--- src/rtl/nad_pkg.sv ---
package nad_pkg;

   localparam int POS_W  = 6;   // position / slot field width
   localparam int PTR_W  = 7;   // scan pointer, holds the table depth itself
   localparam int SPAN_W = 12;  // first in [11:6], last in [5:0]

   localparam logic KIND_LOAD  = 1'b0;
   localparam logic KIND_QUERY = 1'b1;

   localparam logic REG_PARSING_SOURCE = 1'b0;
   localparam logic REG_POSITION_COUNT = 1'b1;

   typedef struct packed {
      logic              kind;
      logic [POS_W-1:0]  slot;
      logic              entry_valid;
      logic [POS_W-1:0]  span_first;
      logic [POS_W-1:0]  span_last;
      logic [POS_W-1:0]  src_pos;
      logic [POS_W-1:0]  trg_pos;
      logic [63:0]       coverage;
   } req_type;

   typedef struct packed {
      logic [POS_W-1:0]  prev_slot;
      logic [POS_W-1:0]  prev_penalty;
      logic [POS_W-1:0]  next_slot;
      logic [POS_W-1:0]  next_penalty;
      logic [POS_W:0]    total_distortion;
   } rsp_type;

   typedef struct packed {
      logic              parsing_source;
      logic [PTR_W-1:0]  position_count;
   } cfg_type;

endpackage

--- src/rtl/nearest_anchor_distortion.sv ---
// channel | ports                                          | beat taken when
// --------+------------------------------------------------+------------------------------
// request | start, busy, req_payload                       | start && !busy at rising edge
// result  | rsp_valid, rsp_payload                         | rsp_valid, one cycle, no stall
// config  | psel penable pwrite paddr pwdata prdata pready | psel && penable && pwrite
//
// A load beat writes the table as it is taken and never raises busy.
// A query beat walks the table one slot per cycle through a single scan
// pointer: down from anchor - 1 until a valid entry or slot 0, a charge
// state for a found entry, then up from anchor + 1 until a valid entry or
// the clamped position_count, a charge state for a found entry, and a
// total state. Anchor zero goes straight to the total state. The result
// strobe is high in the first cycle that busy is low; a new beat may be
// taken in that same cycle. The receiver cannot stall results.
// Synchronous reset clears the valid bits at once and sets the registers to
// parsing_source = 1, position_count = 64. The span store is not cleared.
module nearest_anchor_distortion #(
   parameter int MAX_POSITIONS = 64
) (
   input  logic              clock,
   input  logic              reset,
   // request
   input  logic              start,
   output logic              busy,
   input  nad_pkg::req_type  req_payload,
   // result
   output logic              rsp_valid,
   output nad_pkg::rsp_type  rsp_payload,
   // configuration
   input  logic              psel,
   input  logic              penable,
   input  logic              pwrite,
   input  logic [2:0]        paddr,
   input  logic [31:0]       pwdata,
   output logic [31:0]       prdata,
   output logic              pready
);
   import nad_pkg::*;

   localparam int AW = $clog2(MAX_POSITIONS);
   localparam logic [PTR_W-1:0] DEPTH = PTR_W'(MAX_POSITIONS);

   cfg_type          cfg_ff, cfg_in;
   logic             cfg_wr;
   logic             accept;
   logic             load_wr;
   logic             query;
   logic [PTR_W-1:0] scan_ptr;
   logic             scan_valid;
   logic [SPAN_W-1:0] span_rd;

   // ---------------- configuration registers ----------------
   assign pready = 1'b1;
   assign cfg_wr = psel && penable && pwrite;

   always_comb begin
      cfg_in = cfg_ff;
      if (cfg_wr) begin
         unique case (paddr[2])
            REG_PARSING_SOURCE: cfg_in.parsing_source = pwdata[0];
            REG_POSITION_COUNT: cfg_in.position_count = pwdata[PTR_W-1:0];
            default:            cfg_in = cfg_ff;
         endcase
      end
   end

   always_comb begin
      unique case (paddr[2])
         REG_PARSING_SOURCE: prdata = {31'd0, cfg_ff.parsing_source};
         REG_POSITION_COUNT: prdata = {{(32-PTR_W){1'b0}}, cfg_ff.position_count};
         default:            prdata = '0;
      endcase
   end

   always_ff @(posedge clock) begin
      if (reset) begin
         cfg_ff.parsing_source <= 1'b1;
         cfg_ff.position_count <= PTR_W'(64);
      end else begin
         cfg_ff <= cfg_in;
      end
   end

   // ---------------- request decode ----------------
   assign accept  = start && !busy;
   // loads to slots past the table depth are dropped
   assign load_wr = accept && (req_payload.kind == KIND_LOAD)
                    && ({1'b0, req_payload.slot} < DEPTH);
   assign query   = accept && (req_payload.kind == KIND_QUERY);

   nad_table #(
      .MAX_POSITIONS (MAX_POSITIONS),
      .AW            (AW)
   ) u_table (
      .clock      (clock),
      .reset      (reset),
      .wr_en      (load_wr),
      .wr_addr    (req_payload.slot[AW-1:0]),
      .wr_valid   (req_payload.entry_valid),
      .wr_span    ({req_payload.span_first, req_payload.span_last}),
      .scan_ptr   (scan_ptr),
      .scan_valid (scan_valid),
      .span_rd    (span_rd)
   );

   // scan sequencer with shared add/subtract unit
   nad_seq #(
      .MAX_POSITIONS (MAX_POSITIONS)
   ) u_seq (
      .clock      (clock),
      .reset      (reset),
      .query      (query),
      .req        (req_payload),
      .cfg        (cfg_ff),
      .scan_valid (scan_valid),
      .span_rd    (span_rd),
      .scan_ptr   (scan_ptr),
      .busy       (busy),
      .rsp_valid  (rsp_valid),
      .rsp        (rsp_payload)
   );

endmodule

--- src/rtl/nad_table.sv ---
module nad_table #(
   parameter int MAX_POSITIONS = 64,
   parameter int AW = $clog2(MAX_POSITIONS)
) (
   input  logic                         clock,
   input  logic                         reset,
   input  logic                         wr_en,
   input  logic [AW-1:0]                wr_addr,
   input  logic                         wr_valid,
   input  logic [nad_pkg::SPAN_W-1:0]   wr_span,
   input  logic [nad_pkg::PTR_W-1:0]    scan_ptr,
   output logic                         scan_valid,
   output logic [nad_pkg::SPAN_W-1:0]   span_rd
);
   import nad_pkg::*;

   localparam logic [PTR_W-1:0] DEPTH = PTR_W'(MAX_POSITIONS);

   logic [MAX_POSITIONS-1:0] vld_ff;
   logic [MAX_POSITIONS-1:0] vld_in;
   logic [SPAN_W-1:0]        span_mem [MAX_POSITIONS];
   logic [SPAN_W-1:0]        span_ff;
   logic                     in_range;

   assign in_range   = scan_ptr < DEPTH;
   assign scan_valid = in_range && vld_ff[scan_ptr[AW-1:0]];
   assign span_rd    = span_ff;

   always_comb begin
      vld_in = vld_ff;
      if (wr_en) begin
         vld_in[wr_addr] = wr_valid;
      end
   end

   always_ff @(posedge clock) begin
      if (reset) begin
         vld_ff <= '0;
      end else begin
         vld_ff <= vld_in;
      end
   end

   // span store: one write port, registered read at the scan pointer
   always_ff @(posedge clock) begin
      if (wr_en) begin
         span_mem[wr_addr] <= wr_span;
      end
      span_ff <= span_mem[scan_ptr[AW-1:0]];
   end

endmodule

--- src/rtl/nad_seq.sv ---
module nad_seq #(
   parameter int MAX_POSITIONS = 64
) (
   input  logic                       clock,
   input  logic                       reset,
   input  logic                       query,
   input  nad_pkg::req_type           req,
   input  nad_pkg::cfg_type           cfg,
   input  logic                       scan_valid,
   input  logic [nad_pkg::SPAN_W-1:0] span_rd,
   output logic [nad_pkg::PTR_W-1:0]  scan_ptr,
   output logic                       busy,
   output logic                       rsp_valid,
   output nad_pkg::rsp_type           rsp
);
   import nad_pkg::*;

   localparam logic [PTR_W-1:0] DEPTH = PTR_W'(MAX_POSITIONS);

   typedef enum logic [5:0] {
      S_IDLE  = 6'b000001,
      S_DOWN  = 6'b000010,
      S_PCALC = 6'b000100,
      S_UP    = 6'b001000,
      S_NCALC = 6'b010000,
      S_DONE  = 6'b100000
   } state_type;

   state_type         state_ff, state_in;
   logic [PTR_W-1:0]  ptr_ff, ptr_in;
   logic [POS_W-1:0]  anchor_ff, anchor_in;
   logic [POS_W-1:0]  other_ff, other_in;
   logic [63:0]       cov_ff, cov_in;
   logic [PTR_W-1:0]  limit_ff, limit_in;
   logic [POS_W-1:0]  pslot_ff, pslot_in;
   logic [POS_W-1:0]  ppen_ff, ppen_in;
   logic [POS_W-1:0]  nslot_ff, nslot_in;
   logic [POS_W-1:0]  npen_ff, npen_in;
   rsp_type           rsp_ff, rsp_in;
   logic              rsp_valid_ff, rsp_valid_in;

   // shared add/subtract unit
   logic [POS_W-1:0]  alu_a, alu_b;
   logic              alu_sub;
   logic [POS_W+1:0]  alu_res;
   logic              alu_pos;
   logic [POS_W-1:0]  anchor_sel;

   assign alu_res = alu_sub ? ({2'b00, alu_a} - {2'b00, alu_b})
                            : ({2'b00, alu_a} + {2'b00, alu_b});
   assign alu_pos = !alu_res[POS_W+1] && (alu_res != '0);

   assign anchor_sel = cfg.parsing_source ? req.src_pos : req.trg_pos;

   always_comb begin
      state_in     = state_ff;
      ptr_in       = ptr_ff;
      anchor_in    = anchor_ff;
      other_in     = other_ff;
      cov_in       = cov_ff;
      limit_in     = limit_ff;
      pslot_in     = pslot_ff;
      ppen_in      = ppen_ff;
      nslot_in     = nslot_ff;
      npen_in      = npen_ff;
      rsp_in       = rsp_ff;
      rsp_valid_in = 1'b0;
      alu_a        = span_rd[SPAN_W-1:POS_W];
      alu_b        = other_ff;
      alu_sub      = 1'b1;
      unique case (state_ff)
         S_IDLE: begin
            if (query) begin
               anchor_in = anchor_sel;
               other_in  = cfg.parsing_source ? req.trg_pos : req.src_pos;
               cov_in    = req.coverage;
               limit_in  = (cfg.position_count > DEPTH) ? DEPTH : cfg.position_count;
               pslot_in  = '0;
               ppen_in   = '0;
               nslot_in  = '0;
               npen_in   = '0;
               ptr_in    = {1'b0, anchor_sel} - PTR_W'(1);
               state_in  = (anchor_sel == '0) ? S_DONE : S_DOWN;
            end
         end
         S_DOWN: begin
            if (scan_valid) begin
               pslot_in = ptr_ff[POS_W-1:0];
               state_in = S_PCALC;
            end else if (ptr_ff == '0) begin
               ptr_in   = {1'b0, anchor_ff} + PTR_W'(1);
               state_in = S_UP;
            end else begin
               ptr_in = ptr_ff - PTR_W'(1);
            end
         end
         S_PCALC: begin
            // first - other
            if (!cov_ff[pslot_ff] && alu_pos) begin
               ppen_in = alu_res[POS_W-1:0];
            end
            ptr_in   = {1'b0, anchor_ff} + PTR_W'(1);
            state_in = S_UP;
         end
         S_UP: begin
            if (ptr_ff >= limit_ff) begin
               state_in = S_DONE;
            end else if (scan_valid) begin
               nslot_in = ptr_ff[POS_W-1:0];
               state_in = S_NCALC;
            end else begin
               ptr_in = ptr_ff + PTR_W'(1);
            end
         end
         S_NCALC: begin
            // other - last
            alu_a = other_ff;
            alu_b = span_rd[POS_W-1:0];
            if (!cov_ff[ptr_ff[POS_W-1:0]] && alu_pos) begin
               npen_in = alu_res[POS_W-1:0];
            end
            state_in = S_DONE;
         end
         S_DONE: begin
            alu_a   = ppen_ff;
            alu_b   = npen_ff;
            alu_sub = 1'b0;
            rsp_in.prev_slot        = pslot_ff;
            rsp_in.prev_penalty     = ppen_ff;
            rsp_in.next_slot        = nslot_ff;
            rsp_in.next_penalty     = npen_ff;
            rsp_in.total_distortion = alu_res[POS_W:0];
            rsp_valid_in = 1'b1;
            state_in     = S_IDLE;
         end
         default: begin
            state_in = S_IDLE;
         end
      endcase
   end

   always_ff @(posedge clock) begin
      if (reset) begin
         state_ff     <= S_IDLE;
         rsp_valid_ff <= 1'b0;
      end else begin
         state_ff     <= state_in;
         rsp_valid_ff <= rsp_valid_in;
      end
   end

   always_ff @(posedge clock) begin
      ptr_ff    <= ptr_in;
      anchor_ff <= anchor_in;
      other_ff  <= other_in;
      cov_ff    <= cov_in;
      limit_ff  <= limit_in;
      pslot_ff  <= pslot_in;
      ppen_ff   <= ppen_in;
      nslot_ff  <= nslot_in;
      npen_ff   <= npen_in;
      rsp_ff    <= rsp_in;
   end

   assign scan_ptr  = ptr_ff;
   assign busy      = (state_ff != S_IDLE);
   assign rsp_valid = rsp_valid_ff;
   assign rsp       = rsp_ff;

endmodule

--- config.mk ---
export PLATFORM = sky130hd
export DESIGN_NAME = nearest_anchor_distortion
export DESIGN_NICKNAME = d
export VERILOG_FILES = /design/src/rtl/nad_pkg.sv /design/src/rtl/nearest_anchor_distortion.sv /design/src/rtl/nad_table.sv /design/src/rtl/nad_seq.sv
export SDC_FILE = /design/constraint.sdc
export NUM_CORES = 1
export LEC_CHECK = 0
export ABC_AREA = 1
export BUFFER_PORTS_ARGS = -buffer_cell sky130_fd_sc_hd__buf_2
export CAP_MARGIN = 5
export CORE_MARGIN = 10
export CORE_UTILIZATION = 48
export CTS_BUF_LIST = sky130_fd_sc_hd__clkbuf_2 sky130_fd_sc_hd__clkbuf_4 sky130_fd_sc_hd__clkbuf_8
export DETAILED_ROUTE_END_ITERATION = 6
export PLACE_DENSITY = 0.71
export SYNTH_ARGS = -nofsm -noshare
export SYNTH_HDL_FRONTEND = slang
export SYNTH_SLANG_ARGS = --single-unit
export TNS_END_PERCENT = 50
--- constraint.sdc ---
create_clock -name clock -period 4.4 [get_ports clock]
set_clock_uncertainty 0.2 [all_clocks]
set_input_delay 0.66 -clock clock [delete_from_list [all_inputs] [get_ports clock]]
set_output_delay 0.66 -clock clock [all_outputs]
set_load 0.05 [all_outputs]
==> metrics.yaml, run 1 <==
setup_path:
  cp.required_ps: 4690
  critical_path_class: "reg -> reg"
  reg2reg_slack_ps: 410
  crit_arrival_ps: 4280
  crit_path_max_fanout: 14
  end_kind: "flop"
  worstSetupStartpointType: "flop"
die:
  start_util_pct: 48.34
  ios: 203
  die_h_um: 315.3
  die_w_um: 315.3
  core_area_um2: 86620
  dieArea_um2: 99440
  num_rows: 108
timing:
  fmax_mhz: 250.9
  tightest_slew_ps: 1135
  fin_tns_setup_ps: 0
  finalSetupViolCount: 0
  fin_crit_ps: 3985
  slew_headroom_pct: 24.33
  rsz0062_at_grt: "false"
  finalCritPeriodShare_pct: 90.57
  hold_viol: 0
  hold_ws_ps: 76.56
  report.final.slew_viol_count: 0
grt:
  grt_max_degree: 108
  antenna_found_initial: 9
  track_usage_pct: 22.13
  grt_overflow: 0
  grt_pass1_vias: 27780
  grt_first_pass_wirelength_um: 166800
yosys:
  synth.most_common_cell: "edfxtp_1"
  synthCells: 3461
  post_synth.cell_area_avg_um2: 12.10
  yosysUniqueCellTypes: 61
  synth-async-reset-ratio_pct: 0
  synth_largest_area_cell: "edfxtp_1"
  synthTopCellsByCount: "913 x edfxtp_1, 573 x nand2_1, 406 x nor2_1"
  netlist.area_leader.share_pct: 65.48
  synth_edf_count: 913
  synthFlopType: "edfxtp_1"
  synthTopCellsByArea: "edfxtp_1 65%, nand2_1 5.1%, dfxtp_1 4.4%"
  synth.ff_latch_count: 1004
  ys_seq_area_share_pct: 69.83
  netlist_area_um2: 41870
  ys_warn_count: 0
detailed_routing:
  drtPass1Iterations: 6
  ant_nets: 0
  drc: 0
  wl_um: 112600
  wl_per_cell_um: 22.14
  vias: 28560
  first_iter_violations: 3057
  vias_per_cell: 5.617
status:
  run_status: "finished, final reports clean"
power_and_ir_drop:
  total_power_mw: 28.22
  powerDensity_nw_per_um2: 585.1
  peakVddDrop_v: 0.0003979
  leakage_nw: 17.55
clock_tree:
  clkTransAtPathRegs_ps: 60
  clkLatencyLatePin_ps: 830
  cts_tree: "built"
  cts_root_buf: "clkbuf_8"
  cts_max_level: 4
  cts_sinks: 1004
  post-cts-setup-buffers: 0
  clockBufferDepth: 3
  numCtsBuffers: 161
finish:
  nNetsFinal: 3960
  drive_gt1_share_pct: 15.71
  utilization_pct: 55.68
  synthToLayoutAreaGrowth_pct: 15.18
job:
  cap_viol_max_count: 0
place:
  post-dp-hpwl_um: 68280
  port_buffers: 149
  routabilityCongestion: 0.8800
hold_path:
  holdCritPathClass: "in -> reg"
## final timing paths
kind | from | cells after the start | to
setup / recovery | u_seq.state_ff[0]$_SDFFE_PP1P_ | 22 | u_seq.ppen_ff[1]$_SDFFCE_PN0P_
hold / removal | pwrite | 4 | cfg_ff[0]$_SDFFE_PP0P_
setup reg to reg | u_seq.state_ff[0]$_SDFFE_PP1P_ | 22 | u_seq.ppen_ff[1]$_SDFFCE_PN0P_
hold reg to reg | u_seq.nslot_ff[4]$_SDFFCE_PN0P_ | 0 | u_seq.rsp[17]$_DFFE_PN_
## per-stage QoR
stage / worst slack (ps) / area [um2] / std cells
after global placement: 327.7 / 44060 / 4703
after floorplan: 24.66 / 41960 / 3485
after detailed placement: 241.4 / 44060 / 4703
after CTS: 217.5 / 48200 / 5082
after global routing: 26.10 / 48220 / 5083
final: 414.9 / 48230 / 5085
## layout make-up
| class | count | area, um2 |
|---|---|---|
| tap | 1155 | 1445 |
| multi-input combinational | 2130 | 11060 |
| inverter | 137 | 528.0 |
| clock inverter | 59 | 415.4 |
| fill | 6976 | 38390 |
| clock buffer | 233 | 2856 |
| sequential | 1004 | 29240 |
| antenna | 3 | 7.507 |
| timing repair buffer | 364 | 2681 |
## worst max-delay path, cell delays in order (launching register included)
cell	delay, ps
dfxtp_1	360
or2_4	300
nor2_4	130
nand3_2	90
inv_2	220
nor2_4	90
inv_2	160
nand3_1	80
o21ai_0	90
inv_1	80
ha_1	230
fa_1	480
inv_1	90
o21ai_0	100
xor2_1	130
nand2_1	70
nand2_1	120
nor2_1	60
nand2_1	50
nor2_1	50
nor2_2	130
nand2_1	110
a21oi_4	250
## state kept, by name, indices dropped and copies added, names as in the netlist
name	cells
cfg_ff	8
u_seq.anchor_ff	6
u_seq.cov_ff	64
u_seq.limit_ff	7
u_seq.npen_ff	6
u_seq.nslot_ff	6
u_seq.other_ff	6
u_seq.ppen_ff	6
u_seq.pslot_ff	6
u_seq.rsp	31
u_seq.rsp_valid	1
u_seq.scan_ptr	7
u_seq.state_ff	6
u_table.span_mem	768
u_table.span_rd	12
u_table.vld_ff	64
## report_power, final
part	internal, mW	total [mW]	switching [mW]
Sequential	10.8	11.1	0.279
Clock	4.38	8.08	3.70
Combinational	2.67	9.02	6.35
Total	17.9	28.2	10.3
## layout by cell type (no fill, tap or decap), types with 6 or more instances in the layout
cell           instances
nor3b_1                9
conb_1                26
o22ai_1              145
inv_1                118
a21oi_1              218
nand4_1               12
o211ai_1              37
nor4_1                13
clkinv_2              18
buf_2                149
clkinv_1              28
clkbuf_8             177
clkbuf_4              56
nand2_2               13
nor2_2                12
xor2_1                12
nor2_1               404
dlygate4sd3_1         87
inv_2                 13
o21ai_1               21
dfxtp_1               91
ha_1                  23
nor2_4                 7
buf_12                 8
or2_2                  6
nand2_1              573
mux2i_1              146
o21ai_0              321
nand3_1               41
edfxtp_1             913
nor3_1                36
buf_4                119
## cells by family (layout without fill, tap and decap cells)
logic type / Yosys count / in the layout / share of synthesized area, %
flip-flops: 1004 / 1004 / 69.83
buffers and inverters: 351 / 793 / 4.028
AO/OA/AOI/OAI: 778 / 778 / 10.24
AND/OR/NAND/NOR: 1141 / 1141 / 11.32
multiplexers: 146 / 146 / 3.490
adder cells (fa/ha/maj): 25 / 25 / 0.7829
XOR/XNOR: 14 / 14 / 0.2929
other: 2 / 29 / 0.01794
## repair_timing
item,in CTS,in global routing
endpoints found under the setup margin,0,12
endpoints found under the hold margin,85,0
hold buffers,87,0
gates resized for setup,0,3
## per-layer routing
metal	wire (um)	GRT usage [%]	vias up	share of wire, %
met2	53100	35.85	1442	47
met3	10680	4.231	269	9.5
li1	-	-	13090	-
met5	44	0	-	0.039
met4	4218	9.769	6	3.7
met1	44570	28.90	13760	40
(Power assumes the default switching activity.)
==> inputs of run 2 (changes only) <==
- CORE_UTILIZATION: 48 -> 50
- CTS_BUF_LIST: sky130_fd_sc_hd__clkbuf_2 sky130_fd_sc_hd__clkbuf_4 sky130_fd_sc_hd__clkbuf_8 -> sky130_fd_sc_hd__clkbuf_8 sky130_fd_sc_hd__clkbuf_16
- HOLD_SLACK_MARGIN: unset -> 0.15
- PLACE_DENSITY: 0.71 -> 0.74
==> metrics.yaml, run 2 (synthesized netlist as in run 1, its figures left out) <==
job:
  cap_viol_max_count: 0  # unchanged
place:
  routabilityCongestion: 0.8972  # +2.0%
  placedCellCount: 4629  # -1.6%
  port_buffers: 149  # unchanged
  post-dp-hpwl_um: 69550  # +1.9%
finish:
  layout_commonest_cell: "edfxtp_1"
  fillCellCount: 6440  # -7.7%
  drive_gt1_share_pct: 13.24  # -2.5 points
  largestRegisters: "u_table.span_mem x768, u_seq.cov_ff x64, u_table.vld_ff x64"
  synthToLayoutAreaGrowth_pct: 15.11  # about the same
  final_cell_mix: "913 x edfxtp_1, 573 x nand2_1, 405 x nor2_1"
  largest_register_ff_count: 768  # unchanged
  nNetsFinal: 3891  # -1.7%
  finalNonFillerCells: 4897  # -3.7%
  utilization_pct: 57.86  # +2.2 points
  regMostFlops: "u_table.span_mem"
clock_tree:
  post-cts-setup-buffers: 0  # unchanged
  cts_tree: "built"
  numCtsBuffers: 100  # -38%
  clockBufferDepth: 3  # unchanged
  cts_sinks: 1004  # unchanged
  clkTransAtPathRegs_ps: 60  # about the same
  cts_root_buf: "clkbuf_16"
  cts_max_level: 3  # -1
  clkLatencyLatePin_ps: 680  # -150 ps
detailed_routing:
  drtPass1Iterations: 7  # +1
  first_iter_violations: 3346  # +9.5%
  vias: 28510  # -0.19%
  wl_per_cell_um: 22.85  # +3.2%
  vias_per_cell: 5.822  # +3.6%
  drc: 0  # unchanged
  wl_um: 111900  # -0.62%
  ant_nets: 0  # unchanged
die:
  dieArea_um2: 95720  # -3.7%
  die_w_um: 309.4  # -1.9%
  core_area_um2: 83290  # -3.8%
  die_h_um: 309.4  # -1.9%
  start_util_pct: 50.27  # +1.9 points
  num_rows: 106  # -1.9%
  ios: 203  # unchanged
power_and_ir_drop:
  powerDensity_nw_per_um2: 599.2  # +2.4%
  leakage_nw: 17.53  # -0.13%
  peakVddDrop_v: 0.0005411  # +36%
timing:
  fmax_mhz: 247.8  # -1.2%
  hold_ws_ps: 173.6  # +97.06 ps
  rsz0062_at_grt: "false"
  tightest_slew_ps: 1011  # -124.3 ps
  finalSetupViolCount: 0  # unchanged
  fin_crit_ps: 4035  # +49.85 ps
  slew_headroom_pct: 31.90  # +7.6 points
  fin_tns_setup_ps: 0  # unchanged
  finalCritPeriodShare_pct: 91.70  # +1.1 points
  hold_viol: 0  # unchanged
  report.final.slew_viol_count: 0  # unchanged
grt:
  grt_max_degree: 82  # -24%
  grt_overflow: 0  # unchanged
  grt_pass1_vias: 27590  # -0.66%
  grt_first_pass_wirelength_um: 166700  # about the same
  antenna_found_initial: 5  # -4
  track_usage_pct: 22.95  # +0.82 points
setup_path:
  crit_path_max_fanout: 14  # unchanged
  r2r_start: "u_seq.state_ff[0]$_SDFFE_PP1P_"
  cpPeakStageDelay_ps: 500  # +20 ps
  end_kind: "flop"
  crit_arrival_ps: 4170  # -110 ps
  crit_top_cell: "nand2_1"
  crit_slowest_cell: "fa_1"
  reg2reg_slack_ps: 370  # -50 ps
  cp.required_ps: 4540  # -150 ps
  path_cells: "or2_4 -> nor2_4 -> nand3_2 -> inv_2 -> nor2_4 -> inv_2 -> nand3_1 -> o21ai_0 -> inv_1 -> ha_1 -> fa_1 -> inv_1 -> o21ai_0 -> xor2_1 -> nand2_1 -> nand2_1 -> nor2_1 -> nand2_1 -> nor2_1 -> nor2_2 -> nand2_1 -> a21oi_4"
  r2r_cells: 22  # unchanged
  worstSetupStartpointType: "flop"
  critical_path_class: "reg -> reg"
  timing.rr.end: "u_seq.ppen_ff[1]$_SDFFCE_PN0P_"
hold_path:
  holdCritPathClass: "in -> reg"
  min_to: "u_seq.other_ff[0]$_DFFE_PP_"
  min_from: "req_payload[70]"
  holdPathStages: 3  # -1
status:
  run_status: "finished, final reports clean"
run 2: per-layer routing:
layer,up-vias,global-route usage (%),routed length [um]
li1,12950,-,-
met1,13720,30.10,42810
met2,1597,37.17,52480
met3,242,4.342,11970
met4,2,9.911,4636
met5,-,0,11
run 2: final cells by class:
type	instances	area, um2	area share [%]
Sequential cell	1004	29240	60.67
Multi-Input combinational cell	2130	11050	22.93
Clock buffer	109	2638	5.473
Timing Repair Buffer	356	2608	5.410
Tap cell	1080	1351	2.804
Clock inverter	78	772.0	1.602
Inverter	137	528.0	1.096
Antenna cell	3	7.507	0.01558
run 2: worst max path at each step:
stage / startpoint / slack, ps / depth (start not counted) / to
after global routing: u_seq.state_ff[0]$_SDFFE_PP1P_ / 20 / 22 / u_seq.ppen_ff[1]$_SDFFCE_PN0P_
after detailed placement: u_seq.state_ff[0]$_SDFFE_PP1P_ / 280 / 22 / u_seq.ppen_ff[5]$_SDFFCE_PN0P_
after CTS: u_seq.state_ff[0]$_SDFFE_PP1P_ / 280 / 22 / u_seq.ppen_ff[1]$_SDFFCE_PN0P_
after global placement: u_seq.state_ff[0]$_SDFFE_PP1P_ / 270 / 22 / u_seq.ppen_ff[3]$_SDFFCE_PN0P_
final: u_seq.state_ff[0]$_SDFFE_PP1P_ / 370 / 22 / u_seq.ppen_ff[1]$_SDFFCE_PN0P_
after floorplan: u_seq.state_ff[4]$_SDFFE_PP0P_ / 20 / 9 / u_seq.scan_ptr[0]$_DFFE_PP_
run 2: report_power, final:
part | leakage (nW) | internal, mW | switching, mW
Clock | 1.74 | 5.09 | 3.62
Sequential | 8.99 | 10.8 | 0.249
Combinational | 6.80 | 2.65 | 6.43
Total | 17.5 | 18.6 | 10.3
run 2: critical path, delay by kind of cell (launching register included):
family                     cells  cell delay [ps]
and+or+nand+nor               12             1320
adders and majority gates      2              720
buffers and inverters          4              560
AOI/OAI and AO/OA              3              420
DFF                            1              370
xor gates and xnor gates       1              140
run 2: repair_timing:
item,CTS,global route
gates resized for setup,0,2
endpoints found under the setup margin,0,12
hold endpoints to repair,91,0
hold buffers,78,0
run 2: per-stage QoR:
| step | cell area, um2 | setup WS (ps) | power [mW] |
|---|---|---|---|
| detailed placement | 43980 | 279.6 | 20.06 |
| global route | 48190 | 23.34 | 30.00 |
| floorplan | 41960 | 24.66 | 16.99 |
| finish | 48200 | 365.1 | 28.88 |
| CTS | 48170 | 275.3 | 28.77 |
| global placement | 43980 | 269.3 | 19.96 |
